## config.mk

```make
export PLATFORM = sky130hd
export DESIGN_NAME = rnet_queue
export DESIGN_NICKNAME = d
export VERILOG_FILES = /design/src/rtl/core/rnet_queue.sv
export SDC_FILE = /design/constraint.sdc
export NUM_CORES = 1
export LEC_CHECK = 0
export BUFFER_PORTS_ARGS = -buffer_cell sky130_fd_sc_hd__buf_2
export CELL_PAD_IN_SITES_DETAIL_PLACEMENT = 1
export CELL_PAD_IN_SITES_GLOBAL_PLACEMENT = 1
export CORE_MARGIN = 8
export CORE_UTILIZATION = 47
export DETAILED_ROUTE_END_ITERATION = 8
export GPL_TIMING_DRIVEN = 1
export HOLD_SLACK_MARGIN = 0.03
export PLACE_DENSITY = 0.82
export SYNTH_ARGS = -nofsm -noshare
export SYNTH_HDL_FRONTEND = slang
export SYNTH_SLANG_ARGS = --single-unit
```

## constraint.sdc

```tcl
create_clock -name clk -period 1.5 [get_ports clk]
set_input_delay 0 -clock clk [delete_from_list [all_inputs] [get_ports clk]]
set_output_delay 0 -clock clk [all_outputs]
set_load 0.01 [all_outputs]
```

## src/rtl/core/rnet_queue.sv

```systemverilog
module rnet_queue #(
	parameter int DATA_W = 8,
	parameter int DEPTH  = 4
) (
	input  logic              clk,
	input  logic              arst_n,
	input  logic              push,
	input  logic [DATA_W-1:0] wdata,
	output logic              full,
	input  logic              pop,
	output logic [DATA_W-1:0] rdata,
	output logic              empty
);

	localparam int PW = $clog2(DEPTH);

	logic [DATA_W-1:0] slot_q [DEPTH];
	logic [PW-1:0]     wr_ptr_q;
	logic [PW-1:0]     rd_ptr_q;
	logic [PW:0]       count_q;

	assign full  = count_q == (PW+1)'(DEPTH);
	assign empty = count_q == '0;
	assign rdata = slot_q[rd_ptr_q];

	always_ff @(posedge clk) begin
		if (push) begin
			slot_q[wr_ptr_q] <= wdata;
		end
	end

	always_ff @(posedge clk or negedge arst_n) begin
		if (!arst_n) begin
			wr_ptr_q <= '0;
			rd_ptr_q <= '0;
			count_q  <= '0;
		end else begin
			if (push) begin
				wr_ptr_q <= (wr_ptr_q == PW'(DEPTH - 1)) ? '0 : wr_ptr_q + PW'(1);
			end
			if (pop) begin
				rd_ptr_q <= (rd_ptr_q == PW'(DEPTH - 1)) ? '0 : rd_ptr_q + PW'(1);
			end
			if (push && !pop) begin
				count_q <= count_q + (PW+1)'(1);
			end else if (pop && !push) begin
				count_q <= count_q - (PW+1)'(1);
			end
		end
	end

endmodule

```

# Yosys cells after proc, flatten, opt, wreduce, memory -nomap -nowiden

Memories as Yosys holds them, arrays and structs flattened.
Index checks and enable logic that the tools add are counted.

Memories kept: 1
Memory bits (writable): 32
Output and inout port bits: 10
Input port bits: 12
Register bits after elaboration: 7

Add/sub/neg operators: 4
Multiplexer cells: 6
Equal/unequal tests: 3
Reductions and logical operators: 6

Memories:

| name   | depth | bits a word | read ports | clocked after Yosys merged registers in | write ports | RTL line | RTL |
|---|---|---|---|---|---|---|---|
| slot_q | 4     | 8           | 1          | 0                                       | 1           | 17       | `logic [DATA_W-1:0] slot_q [DEPTH];` |

Operators with widths:

| cell                                             | count |
|---|---|
| 2-to-1 mux 3 bit                                 | 2 |
| adder 2 x 1 -> 2 bit, second input constant      | 2 |
| equality test 2 bit, second input constant       | 2 |
| 2-to-1 mux 2 bit                                 | 2 |
| adder 3 x 1 -> 3 bit, second input constant      | 1 |
| equality test 3 bit, second input constant       | 1 |
| logical NOT 3 bit                                | 1 |
| subtractor 3 x 1 -> 3 bit, second input constant | 1 |
| logical AND 1 bit                                | 2 |
| logical NOT 1 bit                                | 2 |
| 2-to-1 mux 1 bit                                 | 2 |
| nonzero test 2 bit                               | 1 |

# Longest topological paths before layout

Depth in word-level cells: 4
Depth in mapped cells: 7
Mapped depth without buffers: 7

# Worst setup path before layout

No wires, ideal clock.

Path kind: reg2reg
Start: register count_q[0]
End: register count_q[2]
Cell stages (with the launch flop): 5
Period minus slack after synthesis: 1295 ps
Data arrival time: 1216 ps
Slack: 205 ps
Data required time: 1421 ps
Cells stage by stage: dfrtp_1 -> fa_1 -> xor2_1 -> nor2_1 -> xor2_1

Cells in the longest elaborated chain, start to end: 3
Elaborated cells on any way between the ends: 4

Ends and longest elaborated chain:

| what                      | RTL line | RTL |
|---|---|---|
| start: declaration        | 20       | `logic [PW:0] count_q;` |
| start signal: assignment  | 45       | `count_q <= count_q + (PW+1)'(1);` |
| start signal: assignment  | 47       | `count_q <= count_q - (PW+1)'(1);` |
| subtractor 3 x 1 -> 3 bit | 47       |  |
| 2-to-1 mux 3 bit          | 46       | `end else if (pop && !push) begin` |
| 2-to-1 mux 3 bit *        | 44       | `if (push && !pop) begin` |

Every way passes the cells marked *; elsewhere a longest branch is shown, timed or not. The select of a mux whose other input is x is not followed.
A chain may end at the register's enable or synchronous reset.

# Worst setup path in the final report

Start: register rd_ptr_q[0]
End: output port rdata[5]

Cells in the longest elaborated chain, start to end: 1

Ends and longest elaborated chain:

| what                     | RTL line | RTL |
|---|---|---|
| start: declaration       | 19       | `logic [PW-1:0] rd_ptr_q;` |
| start signal: assignment | 42       | `rd_ptr_q <= (rd_ptr_q == PW'(DEPTH - 1)) ? '0 : rd_ptr_q + PW'(1);` |
| memory read (4 x 8 bit)  | n/a      |  |
| end: declaration         | 11       | `output logic [DATA_W-1:0] rdata,` |

No other way between the ends.

==> results.md <==
* Clock Latency Late Sink at 340 ps
* Yosys cell types at 18
* Setup Viol. Count Final at 8
* P_leak at 0.000778 uW
* Register area at 1140 um^2
* Via count at 855
* Final hold vios at 0
* Post-Synthesis Cells at 79
* Clk sinks at 39
* Syn nets at 98
* Num rows at 21
* CTS Buffer Depth at 2
* Antenna Nets Post-Route at 0
* Fin crit share at 102%
* Sequential area share after synthesis at 72.4%
* CTS H-Tree Depth at 2
* Routed len/inst at 17.7 um
* Layout cell share with drive strength beyond 1 at 37.6%
* Crit. End Element: output pin
* Critical-path maximum fanout at 5
* Num CTS Buffers at 5
* Crit path kind: flip-flop to output pin
* Yosys warnings at 0
* Cell area after synthesis at 1570 um^2
* Starting Density at 47.8%
* Dpl cells at 150
* PnR worst setup slack at -33.0 ps
* HP Class: primary input to flip-flop
* Clock-pin slew on the worst setup and hold paths at 110 ps
* Die Height at 73.8 um
* DRC viols at 0
* Max Clock Skew at 2.47 ps
* Slew Viols, Final at 0
* Startpoint type of the worst setup path: flip-flop
* Initial DRC Count at 53
* Cell Count, Final, Fillers Out at 171
* I/O pins at 22
* Mean post-synth cell area at 19.9 um^2
* Antenna Cells at 0
* Number of global-route vias before repair at 941
* Initial antenna violation count at 0
* # port buffers at 21
* PD cells at 1750 nW/um^2
* WP data required at 1500 ps
* # Max-Cap Violations at 0
* Final Power at 3550 uW
* Total gr overflow at 0
* Root buffer cell: clkbuf_4
* First-pass GRT wire length at 4760 um
* Least-Margin Pin Slew at 454 ps
* Layout area overhead at 29.1%
* Post-layout util at 61.7%
* Fill cells at 296
* RSZ-0062 raised after global routing: yes
* Die width at 73.8 um
* Core ar. at 3280 um^2
* Setup WS pre-CTS at 116 ps
* GRT Total Usage at 12.5%
* Final Routed Wirelength at 3020 um
* Final HPWL DP at 2080 um
* Final layout net count at 143
* Placer Congestion at 0.689
* Status: finished, violations left
* Max rail drop VDD at 1.11 mV
* Largest net degree at the start of global routing at 13
* Number of synthesized register bits at 39
* CTS tree: yes
* Failing checks: negative setup slack
* Final min period at 1530 ps
* Die area at 5450 um^2
* Critical path data arrival time at 1530 ps
* Area of the multi-input gates at 399 um^2
* First drt pass iteration count at 4
* Average vias per placed instance at 5.00
* Fmax at 652 MHz
* Relative slew margins at 69.8%
==> power by group <==
group	leakage [uW]	total (uW)	internal, uW	switching, uW
Sequential	0.000376	1550	1430	128
Combinational	0.000359	1330	742	583
Clock	0.0000426	674	343	331
==> cells by family after synthesis <==
family | after synthesis | synth area share [%]
compound gates | 2 | 0.637
simple gates | 10 | 3.43
flops | 39 | 72.4
buf+inv | 7 | 2.23
fa+ha+maj | 7 | 6.06
mux | 11 | 13.6
xor+xnor | 3 | 1.67
==> critical path: stages, from the launching register on <==
cell,delay (ps)
dfrtp_1,380
buf_4,150
mux4_2,510
buf_2,160
==> synthesized netlist by cell type <==
| cell type | instances | share of area [%] |
|---|---|---|
| and2_1 | 4 | 1.6 |
| inv_1 | 5 | 1.2 |
| nand3_1 | 1 | 0.32 |
| fa_1 | 1 | 1.3 |
| buf_6 | 1 | 0.72 |
| dfrtp_1 | 7 | 11 |
| xnor2_1 | 1 | 0.56 |
| xor2_1 | 2 | 1.1 |
| edfxtp_1 | 32 | 61 |
| nor3b_1 | 1 | 0.48 |
| nor2_1 | 2 | 0.48 |
| mux2_2 | 3 | 2.2 |
| mux4_2 | 8 | 11 |
| o21ai_0 | 2 | 0.64 |
| nor3_1 | 1 | 0.32 |
| buf_2 | 1 | 0.32 |
| ha_1 | 6 | 4.8 |
| nand2_1 | 1 | 0.24 |
==> final timing paths <==
path / cells after the start / start / slack (ps) / end
worst max register to register: 4 / count_q[0]$_DFFE_PN0P_ / 110 / count_q[2]$_DFFE_PN0P_
max in group asynchronous: 3 / arst_n / 580 / count_q[0]$_DFFE_PN0P_
min in group asynchronous: 3 / arst_n / 640 / count_q[1]$_DFFE_PN0P_
worst min register to register: 1 / count_q[2]$_DFFE_PN0P_ / 510 / count_q[2]$_DFFE_PN0P_
worst min-delay path: 3 / push / 130 / count_q[0]$_DFFE_PN0P_
worst max-delay path: 3 / rd_ptr_q[0]$_DFFE_PN0P_ / -30 / rdata[5]
==> final cells by class <==
class	count	area share (%)
Clock buffer	5	1.85
Clock inverter	3	1.91
Multi-Input combinational cell	33	19.7
Timing Repair Buffer	40	16.7
Inverter	5	0.926
Tap cell	46	2.84
Sequential cell	39	56.1
==> sequential cells by signal, summed over array words and instances (netlist names) <==
register and cells:
slot_q 32, count_q 3, wr_ptr_q 2, rd_ptr_q 2
==> metrics by stage <==
stage	TNS, ps	hold slack [ps]	instance area (um^2)
after floorplan	0	-296	1570
after global placement	0	-159	1790
after detailed placement	0	-148	1790
after CTS	-354	126	1990
after global routing	-806	159	2030
final	-167	125	2030
==> layer usage <==
layer / vias to the layer above / routed length, um / GRT usage [%]
met5: - / 0 / 0
met4: 0 / 51 / 5.32
met3: 7 / 113 / 4.37
met2: 15 / 1640 / 21.3
met1: 445 / 1220 / 13.7
li1: 388 / - / -
==> layout by cell type (no fill, tap or decap) <==
| master | netlist | layout |
|---|---|---|
| nand2_1 | 1 | 1 |
| nor3_1 | 1 | 1 |
| dlygate4sd3_1 | 0 | 12 |
| xnor2_1 | 1 | 1 |
| o21ai_0 | 2 | 2 |
| clkbuf_4 | 0 | 5 |
| bufinv_16 | 0 | 1 |
| nor3b_1 | 1 | 1 |
| nor2_1 | 2 | 2 |
| inv_1 | 5 | 5 |
| fa_1 | 1 | 1 |
| buf_2 | 1 | 16 |
| buf_12 | 0 | 2 |
| edfxtp_1 | 32 | 32 |
| mux2_2 | 3 | 3 |
| buf_6 | 1 | 6 |
| mux4_2 | 8 | 8 |
| and2_1 | 4 | 4 |
| clkinv_2 | 0 | 1 |
| nand3_1 | 1 | 1 |
| clkinv_1 | 0 | 1 |
| dfrtp_2 | 0 | 1 |
| xor2_1 | 2 | 2 |
| dfrtp_1 | 7 | 6 |
| ha_1 | 6 | 6 |
| buf_4 | 0 | 4 |
==> what timing repair did <==
item                                    CTS  global route
endpoints found under the setup margin    8             9
endpoints found under the hold margin    43             0
hold buffers                             12             0
buffers inserted                          0             1
gates resized for setup                   2             5
No activity file was read; power rests on OpenSTA's default activity.
