$ cat src/rtl/core/rnet_pkg.sv
package rnet_pkg;

	localparam int PIX_W      = 24;
	localparam int CH_W       = 8;
	localparam int CFG_DATA_W = 11;
	localparam int CFG_IDX_W  = 2;
	localparam int THR_W      = 8;
	localparam int QUEUE_DEPTH = 4;

	localparam logic [PIX_W-1:0] COLOUR_WHITE = 24'hFFFFFF;
	localparam logic [PIX_W-1:0] COLOUR_BLACK = 24'h000000;

	localparam logic [CFG_IDX_W-1:0] CFG_IMAGE_WIDTH    = 2'd0;
	localparam logic [CFG_IDX_W-1:0] CFG_IMAGE_HEIGHT   = 2'd1;
	localparam logic [CFG_IDX_W-1:0] CFG_EDGE_THRESHOLD = 2'd2;

	localparam logic [CFG_DATA_W-1:0] WIDTH_RESET     = 11'd640;
	localparam logic [CFG_DATA_W-1:0] HEIGHT_RESET    = 11'd480;
	localparam logic [THR_W-1:0]      THRESHOLD_RESET = 8'd1;

	typedef struct packed {
		logic [CFG_DATA_W-1:0] width;
		logic [CFG_DATA_W-1:0] height;
		logic [THR_W-1:0]      threshold;
	} cfg_t;

	// per-pixel result control worked out by the front
	typedef struct packed {
		logic emit;
		logic top_ok;
		logic bot_ok;
		logic left_ok;
		logic right_ok;
		logic last;
	} res_ctl_t;

	// largest absolute difference over the three colour channels
	function automatic logic [CH_W-1:0] colour_diff(input logic [PIX_W-1:0] a,
			input logic [PIX_W-1:0] b);
		logic [CH_W-1:0] x;
		logic [CH_W-1:0] y;
		logic [CH_W-1:0] d;
		logic [CH_W-1:0] m;
		m = '0;
		for (int k = 0; k < 3; k++) begin
			x = a[k*CH_W +: CH_W];
			y = b[k*CH_W +: CH_W];
			d = (x > y) ? x - y : y - x;
			if (d > m) m = d;
		end
		return m;
	endfunction

endpackage

$ cat src/rtl/core/rnet_front.sv
module rnet_front #(
	parameter int MAX_WIDTH  = 1024,
	parameter int MAX_HEIGHT = 1024
) (
	input  logic                          clk,
	input  logic                          arst_n,
	input  rnet_pkg::cfg_t                cfg,
	input  logic                          in_valid,
	output logic                          in_ready,
	input  logic                          in_kind,
	input  logic [rnet_pkg::PIX_W-1:0]    in_pixel,
	input  logic                          q_full,
	output logic                          push,
	output logic [$clog2(MAX_WIDTH)-1:0]  push_idx,
	output logic [rnet_pkg::PIX_W-1:0]    push_pix,
	output rnet_pkg::res_ctl_t            push_ctl
);

	localparam int AW = $clog2(MAX_WIDTH);
	localparam int CW = AW + 1;
	localparam int RW = $clog2(MAX_HEIGHT + 1) + 1;
	localparam int WX = (CW > rnet_pkg::CFG_DATA_W) ? CW : rnet_pkg::CFG_DATA_W;
	localparam int HX = (RW > rnet_pkg::CFG_DATA_W) ? RW : rnet_pkg::CFG_DATA_W;

	logic [AW-1:0] in_col_q;
	logic [RW-1:0] in_row_q;
	logic [AW-1:0] out_col_q;
	logic [RW-1:0] out_row_q;

	logic [WX-1:0] w_ext;
	logic [WX-1:0] w_x;
	logic [HX-1:0] h_ext;
	logic [HX-1:0] h_x;
	logic [CW-1:0] w;
	logic [RW-1:0] h;

	logic          flushing;
	logic          eff;
	logic          emit;
	logic [CW-1:0] in_col_inc;
	logic [CW-1:0] out_col_inc;
	logic [RW-1:0] out_row_inc;
	logic          in_wrap;
	logic          out_wrap;
	logic          last;

	// clamp the frame size to 1..max
	always_comb begin
		w_ext = WX'(cfg.width);
		h_ext = HX'(cfg.height);
		if (w_ext == '0) begin
			w_x = WX'(1);
		end else if (w_ext > WX'(MAX_WIDTH)) begin
			w_x = WX'(MAX_WIDTH);
		end else begin
			w_x = w_ext;
		end
		if (h_ext == '0) begin
			h_x = HX'(1);
		end else if (h_ext > HX'(MAX_HEIGHT)) begin
			h_x = HX'(MAX_HEIGHT);
		end else begin
			h_x = h_ext;
		end
		w = w_x[CW-1:0];
		h = h_x[RW-1:0];
	end

	always_comb begin
		in_ready    = !q_full;
		flushing    = in_row_q >= h;
		// a drain tick while pixels are still due is taken and dropped
		eff         = in_valid && in_ready && !(in_kind && !flushing);
		emit        = (in_row_q >= RW'(2)) || ((in_row_q == RW'(1)) && (in_col_q != '0));
		in_col_inc  = {1'b0, in_col_q} + CW'(1);
		out_col_inc = {1'b0, out_col_q} + CW'(1);
		out_row_inc = out_row_q + RW'(1);
		in_wrap     = in_col_inc >= w;
		out_wrap    = out_col_inc >= w;
		last        = emit && (out_row_inc >= h) && out_wrap;

		push              = eff;
		push_idx          = in_col_q;
		push_pix          = flushing ? '0 : in_pixel;
		push_ctl.emit     = emit;
		push_ctl.top_ok   = out_row_q != '0;
		push_ctl.bot_ok   = out_row_inc < h;
		push_ctl.left_ok  = out_col_q != '0;
		push_ctl.right_ok = !out_wrap;
		push_ctl.last     = last;
	end

	always_ff @(posedge clk or negedge arst_n) begin
		if (!arst_n) begin
			in_col_q  <= '0;
			in_row_q  <= '0;
			out_col_q <= '0;
			out_row_q <= '0;
		end else if (eff) begin
			if (last) begin
				in_col_q  <= '0;
				in_row_q  <= '0;
				out_col_q <= '0;
				out_row_q <= '0;
			end else begin
				if (in_wrap) begin
					in_col_q <= '0;
					in_row_q <= in_row_q + RW'(1);
				end else begin
					in_col_q <= in_col_inc[AW-1:0];
				end
				if (emit) begin
					if (out_wrap) begin
						out_col_q <= '0;
						out_row_q <= out_row_inc;
					end else begin
						out_col_q <= out_col_inc[AW-1:0];
					end
				end
			end
		end
	end

endmodule

$ cat config.mk
export PLATFORM = sky130hd
export DESIGN_NAME = rnet_front
export DESIGN_NICKNAME = d
export VERILOG_FILES = /design/src/rtl/core/rnet_pkg.sv /design/src/rtl/core/rnet_front.sv
export SDC_FILE = /design/constraint.sdc
export NUM_CORES = 1
export LEC_CHECK = 0
export ABC_AREA = 1
export BUFFER_PORTS_ARGS = -buffer_cell sky130_fd_sc_hd__buf_2
export CAP_MARGIN = 30
export CORE_MARGIN = 2
export CORE_UTILIZATION = 55
export DETAILED_ROUTE_END_ITERATION = 10
export GPL_TIMING_DRIVEN = 0
export PLACE_DENSITY = 0.81
export SLEW_MARGIN = 10
export SYNTH_ARGS = -nofsm -noshare
export SYNTH_HDL_FRONTEND = slang
export SYNTH_SLANG_ARGS = --single-unit
$ cat constraint.sdc
create_clock -name clk -period 4.4 [get_ports clk]
set_clock_uncertainty 0.1 [all_clocks]
set_input_delay 0.88 -clock clk [delete_from_list [all_inputs] [get_ports clk]]
set_output_delay 0.88 -clock clk [all_outputs]
set_load 0.03 [all_outputs]
### After elaboration in Yosys (flattened, before gate mapping)

Index checks and enable logic that the tools add are counted.

* add/sub/neg operators: 4
* multipliers: 0
* div/mod/pow operators: 0
* $lt $le $gt $ge: 8
* equality and inequality tests: 1
* shift operators: 0
* muxes and demuxes: 15
* bitwise logic cells: 0
* reductions and logical operators: 22

Operators with widths (number)
* 12-bit two-way mux: 5
* 10-bit two-way mux: 5
* 11-bit two-way mux: 4
* 12-bit by 1-bit adder with 12-bit output (second input constant): 2
* 12-bit >= comparator: 2
* 24-bit two-way mux: 1
* 10-bit by 1-bit adder with 11-bit output (second input constant): 2
* 11-bit >= comparator: 2
* 11-bit > comparator (second input constant): 2
* 11-bit logical NOT: 2
* 10-bit nonzero test: 2
* 12-bit by 1-bit equality test with 1-bit output (second input constant): 1
* 12-bit by 2-bit >= comparator with 1-bit output (second input constant): 1
* 12-bit < comparator: 1
* 12-bit nonzero test: 1
* 1-bit logical AND: 6
* 2-bit nonzero test: 3
* 1-bit logical NOT: 4
* 2-bit AND reduction: 2
* 3-bit AND reduction: 1
* 1-bit logical OR: 1

* flip-flop bits (word level): 44
* latch bits: 0
* RAM bits: 0
* bits in read-only memories: 0
* output and inout bits: 42
* logic and storage cells: 54
* memories kept: 0

### Depth between registers and ports, before layout

* word-level depth: 9
* mapped depth: 23

### Worst setup path before layout

OpenSTA, ideal clock, no wires.

* path kind: input port to output port
* from: input cfg[10] in the netlist's numbering
* to: output push_pix[10] in the netlist's numbering
* arrival time: 2967 ps
* data required time: 3420 ps
* setup slack: 453 ps
* stages: 13
* cell sequence: nor4_1 nand3_1 nand2_1 nand2_1 ha_1 nand2_1 inv_1 nand2_1 nand2_1 a21oi_1 nand3_1 clkbuf_1 nor2_1

* cells in the longest elaborated chain, start to end: 5
* elaborated cells on any way between the ends: 6

Ends and longest elaborated chain
* start: declaration: line rnet_front.sv:7 `input rnet_pkg::cfg_t cfg,`
* 11-bit > comparator: line rnet_front.sv:60 `end else if (h_ext > HX'(MAX_HEIGHT)) begin`
* 11-bit two-way mux: line rnet_front.sv:60
* 11-bit two-way mux (*): line rnet_front.sv:58 `if (h_ext == '0) begin`
* 12-bit >= comparator (*): line rnet_front.sv:71 `flushing = in_row_q >= h;`
* 24-bit two-way mux (*): line rnet_front.sv:84 `push_pix = flushing ? '0 : in_pixel;`
* end: declaration: line rnet_front.sv:15 `output logic [rnet_pkg::PIX_W-1:0] push_pix,`

Mark *: on every way between the ends. The rest lies on a longest branch, timed or not.

### Worst setup path after layout

* from: input cfg[10] in the netlist's numbering
* to: output push

* cells in the longest elaborated chain, start to end: 8
* elaborated cells on any way between the ends: 9

Ends and longest elaborated chain
* 11-bit > comparator: line rnet_front.sv:60
* 11-bit two-way mux: line rnet_front.sv:60
* 11-bit two-way mux (*): line rnet_front.sv:58
* 12-bit >= comparator (*): line rnet_front.sv:71
* 1-bit logical NOT (*): line rnet_front.sv:73 `eff = in_valid && in_ready && !(in_kind && !flushing);`
* 1-bit logical AND (*): line rnet_front.sv:73
* 1-bit logical NOT (*): line rnet_front.sv:73
* 1-bit logical AND (*): line rnet_front.sv:73
* end: declaration: line rnet_front.sv:13 `output logic push,`

Marked as above.

==> run_results.csv <==
group,metric,value,unit
flow_run,drv_cap,0,
hold_path,holdCritPathClass,"input port to asynchronous set/reset pin",
floorplanning,ioPinCount,101,
finish,area_growth,17.3,%
sta,final-hold-violation-count,0,
critical_path,path_max_fanout,15,
sta,setup-tns-final,0,ns
yosys,synth_edf_count,0,
floorplanning,start_util,56.3,%
drt,routed_wirelength,10.7,mm
yosys,synth_async_sr_flop_share,100,%
critical_path,crit_type,"input port to primary output",
yosys,ys_ff_latch,44,
global_route,grt_use_total,25.3,%
critical_path,cp.required,3.42,ns
sta,rsz0062_at_grt,"true",
floorplanning,die_area,8550,µm²
yosys,ys.flop_type,"dfrtp_1",
finish,drive_above_1_share,19.1,%
critical_path,r2r-end,"in_row_q[2]$_DFFE_PN0P_",
global_route,grt_max_degree,34,
drt,drt_pre_antenna_iters,5,
yosys,synth.distinct_cells,33,
pwr,leakagePower,0.00302,µW
finish,fillers,714,
clocking,clkLatencyLatePin,0.30,ns
status,status,"completed",
global_route,grt-ovfl-total,0,
global_route,grt_pass1_vias,4221,
global_route,grt_antenna_before_repair,0,
pwr,ir_worst_vdd,0.323,mV
sta,relSlewSlack,69.3,%
critical_path,setup.worst_path.start_class,"input port",
drt,vias,4436,
drt,routedWlPerCell,12.6,µm
yosys,yosys_warnings,0,
critical_path,worstPathArrival,3.16,ns
yosys,synth_cells,643,
yosys,netlist.area_leader.share,25.6,%
yosys,synth.avg_cell_area,6.70,µm²
yosys,syn-cell-area,4310,µm²
critical_path,r2r_slack,1.18,ns
drt,via_per_inst,5.24,
drt,route.detailed.drc,0,
placement,portBuffers,92,
floorplanning,die_x,92.5,µm
finish,final_nets,856,
yosys,synthTopCellsByArea,"dfrtp_1 (26%), ha_1 (15%), nand2_1 (15%)",
yosys,yosysSeqAreaShare,25.6,%
sta,setup_viol,0,
pwr,cellPowerDensity,349,nW/µm²
sta,fin_crit_sh,94.2,%
global_route,grt_pass1_wl,17.9,mm
critical_path,worstRegToRegCells,21,
critical_path,timing.rr.start,"out_col_q[0]$_DFFE_PN0P_",
placement,place_congestion,0.897,
floorplanning,rows,32,
clocking,tritoncts,"built",
sta,layout_min_cycle_time,4.14,ns
clocking,cts-root-buf,"clkbuf_8",
clocking,clkSlewWorstSetupHoldPaths,0.08,ns
sta,max_freq,241,MHz
drt,drt_iter0_markers,245,
clocking,cts_buffers,5,
finish,final_core_util,66.1,%
floorplanning,core,7650,µm²
floorplanning,dieHeight,92.5,µm
placement,place_hpwl,8.51,mm
clocking,cts.sinks,44,
yosys,netlist.top_cell.by_area,"dfrtp_1",
drt,ant_nets,0,
sta,tightest_slew,0.461,ns
yosys,syn-num-nets,755,
clocking,clockBufferDepth,2,
critical_path,end_kind,"primary output",
clocking,htreeDepth,2,
sta,drv_slew,0,
finish,antenna_cells,0,
[where the power goes]
group / internal (µW) / total, µW / leakage, µW / switching (µW)
sequential: 466 / 546 / 0.000589 / 79.2
clock: 129 / 274 / 0.0000455 / 146
combinational: 334 / 941 / 0.00238 / 607
total: 929 / 1760 / 0.00302 / 833
[what timing repair did]
| action | in CTS | in global routing |
|---|---|---|
| pin swaps | 0 | 2 |
| gates resized for setup | 4 | 13 |
| hold buffers | 0 | 0 |
| buffers inserted | 0 | 3 |
| setup endpoints to repair | 2 | 23 |
[layout make-up]
class / count / area (µm²) / share of cell area, %
plain buffers: 15 / 90.1 / 1.78
clock buffers: 8 / 90.1 / 1.78
inverters: 110 / 415 / 8.22
multi-input cells: 472 / 2720 / 53.9
flip-flops and latches: 44 / 1100 / 21.8
well taps: 102 / 128 / 2.53
repair buffers: 96 / 505 / 10.0
[cell families after synthesis]
| group | Yosys count | synth area share, % |
|---|---|---|
| adder cells (fa/ha/maj) | 53 | 15.4 |
| XOR/XNOR | 30 | 6.10 |
| buffers and inverters | 127 | 11.8 |
| AND/OR/NAND/NOR | 345 | 35.6 |
| AO/OA/AOI/OAI | 44 | 5.52 |
| flip-flops | 44 | 25.6 |
[layer usage]
| layer | GRT usage, % | wire length [µm] |
|---|---|---|
| met1 | 30.1 | 4700 |
| met2 | 47.0 | 5150 |
| met3 | 3.17 | 596 |
| met4 | 8.21 | 216 |
| met5 | 0 | 0 |
[cells in the mapped netlist, types with 5 or more instances]
| cell | n |
|---|---|
| nand3_1 | 48 |
| o21ai_1 | 17 |
| xnor2_1 | 8 |
| xor2_1 | 22 |
| nand2_1 | 169 |
| inv_2 | 5 |
| buf_2 | 8 |
| nor4_1 | 8 |
| ha_1 | 53 |
| nor2_2 | 5 |
| nor3_1 | 13 |
| nand4_1 | 26 |
| o21ai_0 | 6 |
| dfrtp_1 | 44 |
| nor2_1 | 63 |
| inv_1 | 105 |
| a21oi_1 | 15 |
[state kept, by name (all words and copies together), names as in the netlist]
| register | flops |
|---|---|
| out_col_q | 10 |
| push_idx | 10 |
| out_row_q | 12 |
| in_row_q | 12 |
[worst max-delay path by stage]
stage	start	to	slack, ns	cells after the start
after CTS	out_col_q[0]$_DFFE_PN0P_	push_ctl[0]	0.04	17
after global placement	cfg[25]	push_ctl[0]	0.008	17
final	cfg[10]	push	0.26	13
after floorplan	cfg[10]	push_pix[10]	0.45	13
after global routing	cfg[14]	push_pix[18]	-0.03	15
after detailed placement	cfg[21]	push_ctl[0]	-0.04	17
[cells in the final DEF, fill, tap and decap left out, drive strengths merged]
cell	instances
ha	53
o21ai	23
dfrtp	44
nand3b	2
nor4b	2
inv	110
and3	1
nand3	50
a21o	2
xnor2	8
nand4	26
o21a	1
nor2	69
a31o	1
clkbuf	12
nor3	13
o21bai	1
nor4	8
nand2	174
buf	107
a21oi	16
xor2	22
[worst max-delay path: stages]
cell      delay, ns
buf_2          0.11
nor4_1         0.27
nand3_1        0.16
nand2_2        0.16
nand2_1        0.12
ha_1           0.32
nand2_1        0.07
nor3_2         0.16
nand3b_1       0.14
nand4_1        0.19
nand2_2        0.15
inv_4          0.19
buf_2          0.23
[through the flow]
stage	cells	hold slack (ns)	total power [µW]	setup WS (ns)	area (µm²)
after floorplan	643	0.389	1210	0.453	4310
after global placement	837	0.418	1430	0.00804	4890
after detailed placement	838	0.418	1460	-0.0416	4910
after CTS	846	0.369	1740	0.0443	5010
after global routing	847	0.374	1910	-0.0286	5050
final	847	0.357	1760	0.256	5050
(Power assumes the default switching activity.)
